[src/sv/ffrv_pkg.sv]
// Package: frame geometry, codes and beat types shared by the frame validator.
`default_nettype none
package ffrv_pkg;

  localparam int FRAME_LEN   = 36;
  localparam int PAYLOAD_LEN = 32;
  localparam int DATA_POS    = 3;
  localparam int SUM_POS     = 34;
  localparam int SUM_START   = 1;
  localparam int SUM_SPAN    = 33;

  localparam int POS_W     = 6;
  localparam int RAM_AW    = POS_W + 1;
  localparam int RAM_DEPTH = 1 << RAM_AW;
  localparam int PROT_LEN  = 10;

  localparam int VERSION_OFS = 0;
  localparam int SEQ_OFS     = 1;
  localparam int POINT_OFS   = 2;
  localparam int RECOV_OFS   = 6;

  localparam logic [POS_W-1:0] POS_HEADER = POS_W'(0);
  localparam logic [POS_W-1:0] POS_CMD    = POS_W'(1);
  localparam logic [POS_W-1:0] POS_LEN    = POS_W'(2);
  localparam logic [POS_W-1:0] POS_TAIL   = POS_W'(FRAME_LEN - 1);
  localparam logic [POS_W-1:0] POS_SUM    = POS_W'(SUM_POS);
  localparam logic [POS_W-1:0] POS_DATA   = POS_W'(DATA_POS);
  localparam logic [POS_W-1:0] IDX_LAST   = POS_W'(PAYLOAD_LEN - 1);
  localparam logic [POS_W:0]   SUM_LO     = (POS_W + 1)'(SUM_START);
  localparam logic [POS_W:0]   SUM_HI     = (POS_W + 1)'(SUM_START + SUM_SPAN);
  localparam logic [7:0]       LEN_BYTE   = 8'(PAYLOAD_LEN);

  localparam logic [1:0] KIND_REJECT  = 2'd0;
  localparam logic [1:0] KIND_DETAIL  = 2'd1;
  localparam logic [1:0] KIND_PROTECT = 2'd2;

  localparam logic [2:0] ST_OK     = 3'd0;
  localparam logic [2:0] ST_HEADER = 3'd1;
  localparam logic [2:0] ST_CMD    = 3'd2;
  localparam logic [2:0] ST_LEN    = 3'd3;
  localparam logic [2:0] ST_TAIL   = 3'd4;
  localparam logic [2:0] ST_SUM    = 3'd5;

  localparam logic [7:0] CFG_HEADER  = 8'd0;
  localparam logic [7:0] CFG_TAIL    = 8'd1;
  localparam logic [7:0] CFG_DETAIL  = 8'd2;
  localparam logic [7:0] CFG_PROTECT = 8'd3;

  typedef struct packed {
    logic [7:0] byte_value;
    logic       frame_start;
  } in_t;

  typedef struct packed {
    logic [1:0]  kind;
    logic [2:0]  status;
    logic [7:0]  payload_byte;
    logic [5:0]  payload_index;
    logic [7:0]  version;
    logic [7:0]  sequence_res;
    logic [31:0] uvp_point_bits;
    logic [31:0] uvp_recovery_bits;
    logic        last;
  } res_t;

  typedef struct packed {
    logic [1:0]  kind;
    logic [2:0]  status;
    logic [7:0]  version;
    logic [7:0]  sequence_res;
    logic [31:0] uvp_point_bits;
    logic [31:0] uvp_recovery_bits;
    logic        bank;
  } job_t;

endpackage
`default_nettype wire

[src/sv/ffrv_ram.sv]
// Generic single-write, single-read RAM with registered read data.
`default_nettype none
module ffrv_ram #(
  parameter int WIDTH = 8,
  parameter int DEPTH = 64
) (
  input  wire logic                     clk,
  input  wire logic                     we,
  input  wire logic [$clog2(DEPTH)-1:0] waddr,
  input  wire logic [WIDTH-1:0]         wdata,
  input  wire logic [$clog2(DEPTH)-1:0] raddr,
  output logic      [WIDTH-1:0]         rdata
);

  logic [WIDTH-1:0] mem [DEPTH];

  always_ff @(posedge clk) begin
    if (we) begin
      mem[waddr] <= wdata;
    end
    rdata <= mem[raddr];
  end

endmodule
`default_nettype wire

[src/sv/ffrv_front.sv]
// Front end: byte intake, frame store writes, running checks and job issue.
`default_nettype none
module ffrv_front import ffrv_pkg::*; (
  input  wire logic              clk,
  input  wire logic              rst,
  input  wire logic              start,
  output logic                   busy,
  input  wire in_t               in_item,
  input  wire logic              cfg_valid,
  output logic                   cfg_ready,
  input  wire logic [7:0]        cfg_index,
  input  wire logic [7:0]        cfg_data,
  input  wire logic              retire,
  output logic                   push,
  output job_t                   push_job,
  output logic                   ram_we,
  output logic [RAM_AW-1:0]      ram_waddr,
  output logic [7:0]             ram_wdata
);

  logic [7:0] header_byte;
  logic [7:0] tail_byte;
  logic [7:0] detail_code;
  logic [7:0] protect_code;

  logic [POS_W-1:0] byte_count;
  logic [7:0]       running_xor;
  logic             bank;
  logic [1:0]       pending;
  logic [1:0]       pending_next;

  logic [7:0] hdr_seen, cmd_seen, len_seen, tail_seen, sum_seen;
  logic [7:0] hdr_next, cmd_next, len_next, tail_next, sum_next;
  logic [7:0] prot_seen [PROT_LEN];
  logic [7:0] prot_next [PROT_LEN];

  logic             accept;
  logic [7:0]       b;
  logic [POS_W-1:0] pos;
  logic [7:0]       xor_base;
  logic [7:0]       xor_next;
  logic             in_span;
  logic             complete;
  logic [2:0]       status;

  assign cfg_ready = 1'b1;
  assign busy      = (pending == 2'd2);
  assign accept    = start & ~busy;
  assign b         = in_item.byte_value;
  assign pos       = in_item.frame_start ? '0 : byte_count;
  assign xor_base  = in_item.frame_start ? 8'd0 : running_xor;
  assign in_span   = ({1'b0, pos} >= SUM_LO) && ({1'b0, pos} < SUM_HI);
  assign xor_next  = in_span ? (xor_base ^ b) : xor_base;
  assign complete  = accept && (pos == POS_TAIL);

  assign hdr_next  = (pos == POS_HEADER) ? b : hdr_seen;
  assign cmd_next  = (pos == POS_CMD)    ? b : cmd_seen;
  assign len_next  = (pos == POS_LEN)    ? b : len_seen;
  assign tail_next = (pos == POS_TAIL)   ? b : tail_seen;
  assign sum_next  = (pos == POS_SUM)    ? b : sum_seen;

  for (genvar k = 0; k < PROT_LEN; k++) begin : g_prot
    assign prot_next[k] = (pos == POS_W'(DATA_POS + k)) ? b : prot_seen[k];
  end

  always_comb begin
    if (hdr_next != header_byte) begin
      status = ST_HEADER;
    end else if (cmd_next != detail_code && cmd_next != protect_code) begin
      status = ST_CMD;
    end else if (len_next != LEN_BYTE) begin
      status = ST_LEN;
    end else if (tail_next != tail_byte) begin
      status = ST_TAIL;
    end else if (sum_next != xor_next) begin
      status = ST_SUM;
    end else begin
      status = ST_OK;
    end
  end

  always_comb begin
    push_job        = '0;
    push_job.status = status;
    push_job.bank   = bank;
    if (status != ST_OK) begin
      push_job.kind = KIND_REJECT;
    end else if (cmd_next == detail_code) begin
      push_job.kind = KIND_DETAIL;
    end else begin
      push_job.kind              = KIND_PROTECT;
      push_job.version           = prot_next[VERSION_OFS];
      push_job.sequence_res      = prot_next[SEQ_OFS];
      push_job.uvp_point_bits    = {prot_next[POINT_OFS + 3], prot_next[POINT_OFS + 2],
                                    prot_next[POINT_OFS + 1], prot_next[POINT_OFS]};
      push_job.uvp_recovery_bits = {prot_next[RECOV_OFS + 3], prot_next[RECOV_OFS + 2],
                                    prot_next[RECOV_OFS + 1], prot_next[RECOV_OFS]};
    end
  end

  assign push      = complete;
  assign ram_we    = accept;
  assign ram_waddr = {bank, pos};
  assign ram_wdata = b;

  always_comb begin
    pending_next = pending;
    if (push && !retire) begin
      pending_next = pending + 2'd1;
    end else if (!push && retire) begin
      pending_next = pending - 2'd1;
    end
  end

  always_ff @(posedge clk) begin
    if (rst) begin
      header_byte  <= '0;
      tail_byte    <= '0;
      detail_code  <= '0;
      protect_code <= '0;
      byte_count   <= '0;
      running_xor  <= '0;
      bank         <= 1'b0;
      pending      <= '0;
    end else begin
      pending <= pending_next;
      if (cfg_valid) begin
        case (cfg_index)
          CFG_HEADER:  header_byte  <= cfg_data;
          CFG_TAIL:    tail_byte    <= cfg_data;
          CFG_DETAIL:  detail_code  <= cfg_data;
          CFG_PROTECT: protect_code <= cfg_data;
          default: ;
        endcase
      end
      if (accept) begin
        byte_count  <= complete ? '0 : pos + POS_W'(1);
        running_xor <= complete ? 8'd0 : xor_next;
      end
      if (complete) begin
        bank <= ~bank;
      end
    end
  end

  always_ff @(posedge clk) begin
    if (accept) begin
      hdr_seen  <= hdr_next;
      cmd_seen  <= cmd_next;
      len_seen  <= len_next;
      tail_seen <= tail_next;
      sum_seen  <= sum_next;
      for (int k = 0; k < PROT_LEN; k++) begin
        prot_seen[k] <= prot_next[k];
      end
    end
  end

endmodule
`default_nettype wire

[src/sv/ffrv_queue.sv]
// Two-entry job queue between the front end and the result sequencer.
`default_nettype none
module ffrv_queue import ffrv_pkg::*; (
  input  wire logic clk,
  input  wire logic rst,
  input  wire logic push,
  input  wire job_t push_job,
  input  wire logic pop,
  output logic      empty,
  output job_t      head
);

  job_t       entry [2];
  logic       wr_ptr;
  logic       rd_ptr;
  logic [1:0] fill;

  assign empty = (fill == 2'd0);
  assign head  = entry[rd_ptr];

  always_ff @(posedge clk) begin
    if (rst) begin
      wr_ptr <= 1'b0;
      rd_ptr <= 1'b0;
      fill   <= '0;
    end else begin
      if (push) begin
        wr_ptr <= ~wr_ptr;
      end
      if (pop) begin
        rd_ptr <= ~rd_ptr;
      end
      if (push && !pop) begin
        fill <= fill + 2'd1;
      end else if (!push && pop) begin
        fill <= fill - 2'd1;
      end
    end
  end

  always_ff @(posedge clk) begin
    if (push) begin
      entry[wr_ptr] <= push_job;
    end
  end

endmodule
`default_nettype wire

[src/sv/ffrv_back.sv]
// Back end: turns queued jobs into result beats, reading payload from the store.
`default_nettype none
module ffrv_back import ffrv_pkg::*; (
  input  wire logic              clk,
  input  wire logic              rst,
  input  wire logic              q_empty,
  input  wire job_t              q_head,
  output logic                   q_pop,
  output logic                   retire,
  output logic [RAM_AW-1:0]      ram_raddr,
  input  wire logic [7:0]        ram_rdata,
  output logic                   strobe,
  output res_t                   result
);

  logic             active;
  job_t             job;
  logic [POS_W-1:0] idx;
  logic             idx_last;
  logic             is_detail;
  logic             p_valid;
  logic [POS_W-1:0] p_idx;
  logic             p_last;
  logic             emit_job;
  res_t             result_next;

  assign is_detail = (job.kind == KIND_DETAIL);
  assign idx_last  = (idx == IDX_LAST);
  assign q_pop     = ~active & ~q_empty;
  assign retire    = active & (~is_detail | idx_last);
  assign emit_job  = active & ~is_detail;
  assign ram_raddr = {job.bank, POS_DATA + idx};

  always_comb begin
    result_next = '0;
    if (p_valid) begin
      result_next.kind          = KIND_DETAIL;
      result_next.status        = ST_OK;
      result_next.payload_byte  = ram_rdata;
      result_next.payload_index = p_idx;
      result_next.last          = p_last;
    end else begin
      result_next.kind              = job.kind;
      result_next.status            = job.status;
      result_next.version           = job.version;
      result_next.sequence_res      = job.sequence_res;
      result_next.uvp_point_bits    = job.uvp_point_bits;
      result_next.uvp_recovery_bits = job.uvp_recovery_bits;
      result_next.last              = 1'b1;
    end
  end

  always_ff @(posedge clk) begin
    if (rst) begin
      active  <= 1'b0;
      p_valid <= 1'b0;
      strobe  <= 1'b0;
    end else begin
      p_valid <= active & is_detail;
      strobe  <= p_valid | emit_job;
      if (active) begin
        if (!is_detail || idx_last) begin
          active <= 1'b0;
        end
      end else if (!q_empty) begin
        active <= 1'b1;
      end
    end
  end

  always_ff @(posedge clk) begin
    if (q_pop) begin
      job <= q_head;
      idx <= '0;
    end else if (active) begin
      idx <= idx + POS_W'(1);
    end
    p_idx  <= idx;
    p_last <= idx_last;
    if (p_valid || emit_job) begin
      result <= result_next;
    end
  end

endmodule
`default_nettype wire

[src/sv/fixed_frame_receive_validator_unit.sv]
// Top level of the fixed-length frame receive validator.
//
//   Channel   Handshake              Beat
//   in        start / busy           in_item: one received frame byte
//   result    strobe (no back-press) result: one result beat per strobe
//   config    cfg_valid / cfg_ready  cfg_index, cfg_data
//
// One byte is taken per cycle while busy is low. A rejected or protect frame gives its
// single beat once its job has passed the queue, the job register and the result register;
// a detail frame's first payload beat also passes the registered store read, then one beat
// per cycle follows from the two-bank store. A queued frame waits for the one ahead of it.
// Busy rises only while two completed frames still hold both store banks, and falls in the
// cycle after the older job retires: at its last store read, or when taken up if not detail.
// Reset is synchronous and clears byte counting, checks and queued jobs.
`default_nettype none
module fixed_frame_receive_validator_unit import ffrv_pkg::*; (
  input  wire logic       clk,
  input  wire logic       rst,
  input  wire logic       start,
  output logic            busy,
  input  wire in_t        in_item,
  output logic            strobe,
  output res_t            result,
  input  wire logic       cfg_valid,
  output logic            cfg_ready,
  input  wire logic [7:0] cfg_index,
  input  wire logic [7:0] cfg_data
);

  logic              retire;
  logic              push;
  job_t              push_job;
  logic              q_pop;
  logic              q_empty;
  job_t              q_head;
  logic              ram_we;
  logic [RAM_AW-1:0] ram_waddr;
  logic [7:0]        ram_wdata;
  logic [RAM_AW-1:0] ram_raddr;
  logic [7:0]        ram_rdata;

  ffrv_front u_front (
    .clk       (clk),
    .rst       (rst),
    .start     (start),
    .busy      (busy),
    .in_item   (in_item),
    .cfg_valid (cfg_valid),
    .cfg_ready (cfg_ready),
    .cfg_index (cfg_index),
    .cfg_data  (cfg_data),
    .retire    (retire),
    .push      (push),
    .push_job  (push_job),
    .ram_we    (ram_we),
    .ram_waddr (ram_waddr),
    .ram_wdata (ram_wdata)
  );

  ffrv_ram #(
    .WIDTH (8),
    .DEPTH (RAM_DEPTH)
  ) u_store (
    .clk   (clk),
    .we    (ram_we),
    .waddr (ram_waddr),
    .wdata (ram_wdata),
    .raddr (ram_raddr),
    .rdata (ram_rdata)
  );

  ffrv_queue u_queue (
    .clk      (clk),
    .rst      (rst),
    .push     (push),
    .push_job (push_job),
    .pop      (q_pop),
    .empty    (q_empty),
    .head     (q_head)
  );

  ffrv_back u_back (
    .clk       (clk),
    .rst       (rst),
    .q_empty   (q_empty),
    .q_head    (q_head),
    .q_pop     (q_pop),
    .retire    (retire),
    .ram_raddr (ram_raddr),
    .ram_rdata (ram_rdata),
    .strobe    (strobe),
    .result    (result)
  );

endmodule
`default_nettype wire
[config.mk]
export PLATFORM = sky130hd
export DESIGN_NAME = fixed_frame_receive_validator_unit
export DESIGN_NICKNAME = d
export VERILOG_FILES = /design/src/sv/ffrv_pkg.sv /design/src/sv/ffrv_ram.sv /design/src/sv/ffrv_front.sv /design/src/sv/ffrv_queue.sv /design/src/sv/ffrv_back.sv /design/src/sv/fixed_frame_receive_validator_unit.sv
export SDC_FILE = /design/constraint.sdc
export NUM_CORES = 2
export LEC_CHECK = 0
export BUFFER_PORTS_ARGS = -buffer_cell sky130_fd_sc_hd__buf_2
export CAP_MARGIN = 20
export CORE_MARGIN = 2
export CORE_UTILIZATION = 40
export DETAILED_ROUTE_END_ITERATION = 8
export GPL_TIMING_DRIVEN = 0
export PLACE_DENSITY = 0.62
export SYNTH_ARGS = -nofsm -noshare
export SYNTH_HDL_FRONTEND = slang
export SYNTH_HIERARCHICAL = 1
export SYNTH_SLANG_ARGS = --single-unit
[constraint.sdc]
create_clock -name clk -period 14.64 [get_ports clk]
set_clock_uncertainty 0.15 [all_clocks]
set_input_delay 2.928 -clock clk [delete_from_list [all_inputs] [get_ports clk]]
set_output_delay 2.928 -clock clk [all_outputs]
set_load 0.05 [all_outputs]
==> flow_summary.ini <==
[power]
peakVddDrop_uv = 111.9
switching_share_pct = 28.02
powerDensity_nw_per_um2 = 162.0
p_seq_share_pct = 43.8
p_comb_share_pct = 22.8
finalPower_mw = 11.78
internal_power_mw = 8.480
p_leak_nw = 21.97
clockPowerShare_pct = 33.4
p_sw_mw = 3.301

[layout]
layout_commonest_cell = edfxtp_1
fin_area_um2 = 72740
nNetsFinal = 3715
fill_cells = 13380
final_cell_mix = 1502 x edfxtp_1, 336 x mux4_2, 191 x nor2_1
syn_to_final_growth_pct = 14.20
final_layout_size_suffix_gt1_share_pct = 27.08

[setup_path]
cp_data_required_time_ns = 15.06
start_kind = input port
cp-end-kind = register
path_class = in2reg
crit_path_max_fanout = 10
arrival_ns = 9.27
r2r_end = u_queue/entry[0][63]
worst_r2r_path_depth = 12
r2r_start = u_front/byte_count[0]
r2r_slack_ns = 9.32
worstSetupStartpoint = in_item[0]

[synthesis]
synth_cells = 3352
ys_warn_count = 6
yosysTopAreaCellShare_pct = 70.81
synthTopCellsByArea = edfxtp_1 71%, mux4_2 12%, dfxtp_1 2.5%, mux2_2 1.6%, nor3b_2 1.6%
synth_area_leader_cell = edfxtp_1
async_reset_ff_share_pct = 0
synth_nets = 3390
synth_ff_type = edfxtp_1
synth_area_per_cell_um2 = 19.00
synth-seq-area-share_pct = 73.26
synth_edf_count = 1502
ys_types = 87
syn_area_um2 = 63700
ys_ff_latch = 1580

[drt]
drtIter0Drc = 3573
vias = 32880
dr.pass1.iters = 6
via_per_inst = 5.595
avgRoutedWirePerCell_um = 26.10
drc_errors = 0
ant_nets = 0
drt_wl_total_um = 153400

[clock_tree]
path_clk_slew_ns = 0.06
post_cts_buffers = 0
clk_path_buf_depth = 3
cts_made_buffers = 162
cts_resized = 0
root_buffer = clkbuf_16
insertion_delay_ns = 0.81
ctsHtreeMaxLevel = 4
tritoncts = built
clock_sinks = 1580
cts_hold_buffers = 0

[worst_hold_path]
min_path_cells = 0
hold_class = reg2reg
min-delay-start = u_back/idx[3]
min_to = u_back/p_idx[3]

[sta]
maxSlewViolCount = 0
setup_violations = 0
hold_viol_final = 0
fin_ws_ns = 5.789
setup_tns_ns = 0
worst_pin_slew_ns = 1.167
slew-limit-headroom_pct = 22.04
rsz0062_at_grt = no
fmax_ghz = 0.1130
fin_crit_ns = 8.851
finalCritPeriodShare_pct = 60.46

[floorplan]
ioPinCount = 132
die_y_um = 403.1
die_area_um2 = 162400
initial_utilization_pct = 40.26
die_x_um = 403.1
core_um2 = 158200
placementRows = 146

[global_routing]
grt_pass1_wl_um = 222900
globalRoute.totalOverflow = 0
antenna_found_initial = 8
grt_util_all_layers_pct = 18.79
grt_max_degree = 85
grt_pass1_vias = 32860

[placement]
gp_congestion = 0.8856
port_buffers = 128
dp_hpwl_um = 103100
placed_area_um2 = 67630
place_ws_ns = 5.149

[outcome]
status = completed

[run]
cap_viol_max_count = 0
==> worst max-delay path, stage by stage <==
cell and delay [ns]:
buf_2 0.15, clkbuf_1 0.43, buf_2 0.36, buf_1 0.56, buf_1 0.58, nor2b_1 0.27, ha_1 0.26, clkbuf_1 0.32
and3b_1 0.29, clkbuf_1 0.15, nand2_1 0.43, mux2_2 0.42, o2bb2ai_1 0.16, nor4_2 0.76, nand4_4 0.51, buf_6 0.33
nor3b_2 0.35
==> worst max-delay path by stage <==
| stage | endpoint | slack [ns] |
|---|---|---|
| after floorplan | u_queue/entry[0][0] | 4.76 |
| after global placement | u_queue/entry[0][25] | 0.27 |
| after detailed placement | u_queue/entry[1][63] | 5.15 |
| after CTS | u_queue/entry[0][63] | 6.01 |
| after global routing | u_queue/entry[0][63] | 5.67 |
| final | u_queue/entry[0][63] | 5.79 |
==> sequential cells by signal (all words and copies together) (netlist names), 80 cells and up, named ones only <==
| name | flops |
|---|---|
| u_back/result | 100 |
| u_front/prot_seen | 80 |
| u_store/mem | 1024 |
| u_queue/entry | 172 |
| u_back/job | 85 |
==> synthesized netlist by cell type, drive strengths merged (49+ instances only) <==
| master | n |
|---|---|
| nor2 | 192 |
| clkbuf | 107 |
| nand2 | 150 |
| edfxtp | 1502 |
| nor3b | 86 |
| buf | 99 |
| dfxtp | 78 |
| nor2b | 111 |
| mux4 | 336 |
| nand3 | 49 |
| mux2 | 132 |
| o21ai | 110 |
==> power by group through the flow <==
| stage | registers [mW] | logic [mW] | clock network (mW) |
|---|---|---|---|
| final | 5.16 | 2.68 | 3.94 |
| after global routing | 5.17 | 2.80 | 4.20 |
| after CTS | 5.16 | 2.70 | 4.03 |
| after detailed placement | 5.25 | 2.69 | 0 |
| after global placement | 5.31 | 2.61 | 0 |
| after floorplan | 5.31 | 1.71 | 0 |
==> logic make-up (layout without fill, tap and decap cells) <==
family	count (synthesis)	after routing	synth area share [%]
xor gates and xnor gates	50	50	0.6875
and+or+nand+nor	715	715	6.514
muxes	502	502	14.98
adders and majority gates	9	9	0.1768
other	1	2	0.005887
AOI/OAI and AO/OA	241	241	2.408
DFF	1580	1580	73.26
buffers and inverters	254	706	1.962
==> metal layers <==
| layer | track usage (%) | vias to the layer above | wire length (um) |
|---|---|---|---|
| met4 | 4.783 | 6 | 3173 |
| met5 | 0 | - | 42 |
| met3 | 3.474 | 237 | 11950 |
| met1 | 26.84 | 17260 | 65200 |
| met2 | 29.85 | 1354 | 73030 |
| li1 | - | 14030 | - |
==> through the flow <==
stage                     utilization [%]  hold WS [ns]  instances
after floorplan                         -        0.1800       3352
after global routing                45.98        0.2204       5877
after detailed placement            42.75        0.2026       5585
after CTS                           45.98        0.2125       5876
final                               45.98        0.2073       5877
after global placement              42.31        0.1981       5552
==> layout make-up <==
cell class                      instances  area [um2]  share of cell area, %
Timing Repair Buffer                  161        1306                  1.796
Multi-Input combinational cell       1518       15810                  21.74
Antenna cell                            1       2.502               0.003440
Buffer                                206        1070                  1.471
Tap cell                             2072        2592                  3.564
Inverter                               48       185.2                 0.2546
Clock buffer                          215        4333                  5.957
Clock inverter                         76       777.0                  1.068
Sequential cell                      1580       46660                  64.15
Power figures use the tool's default switching activity.
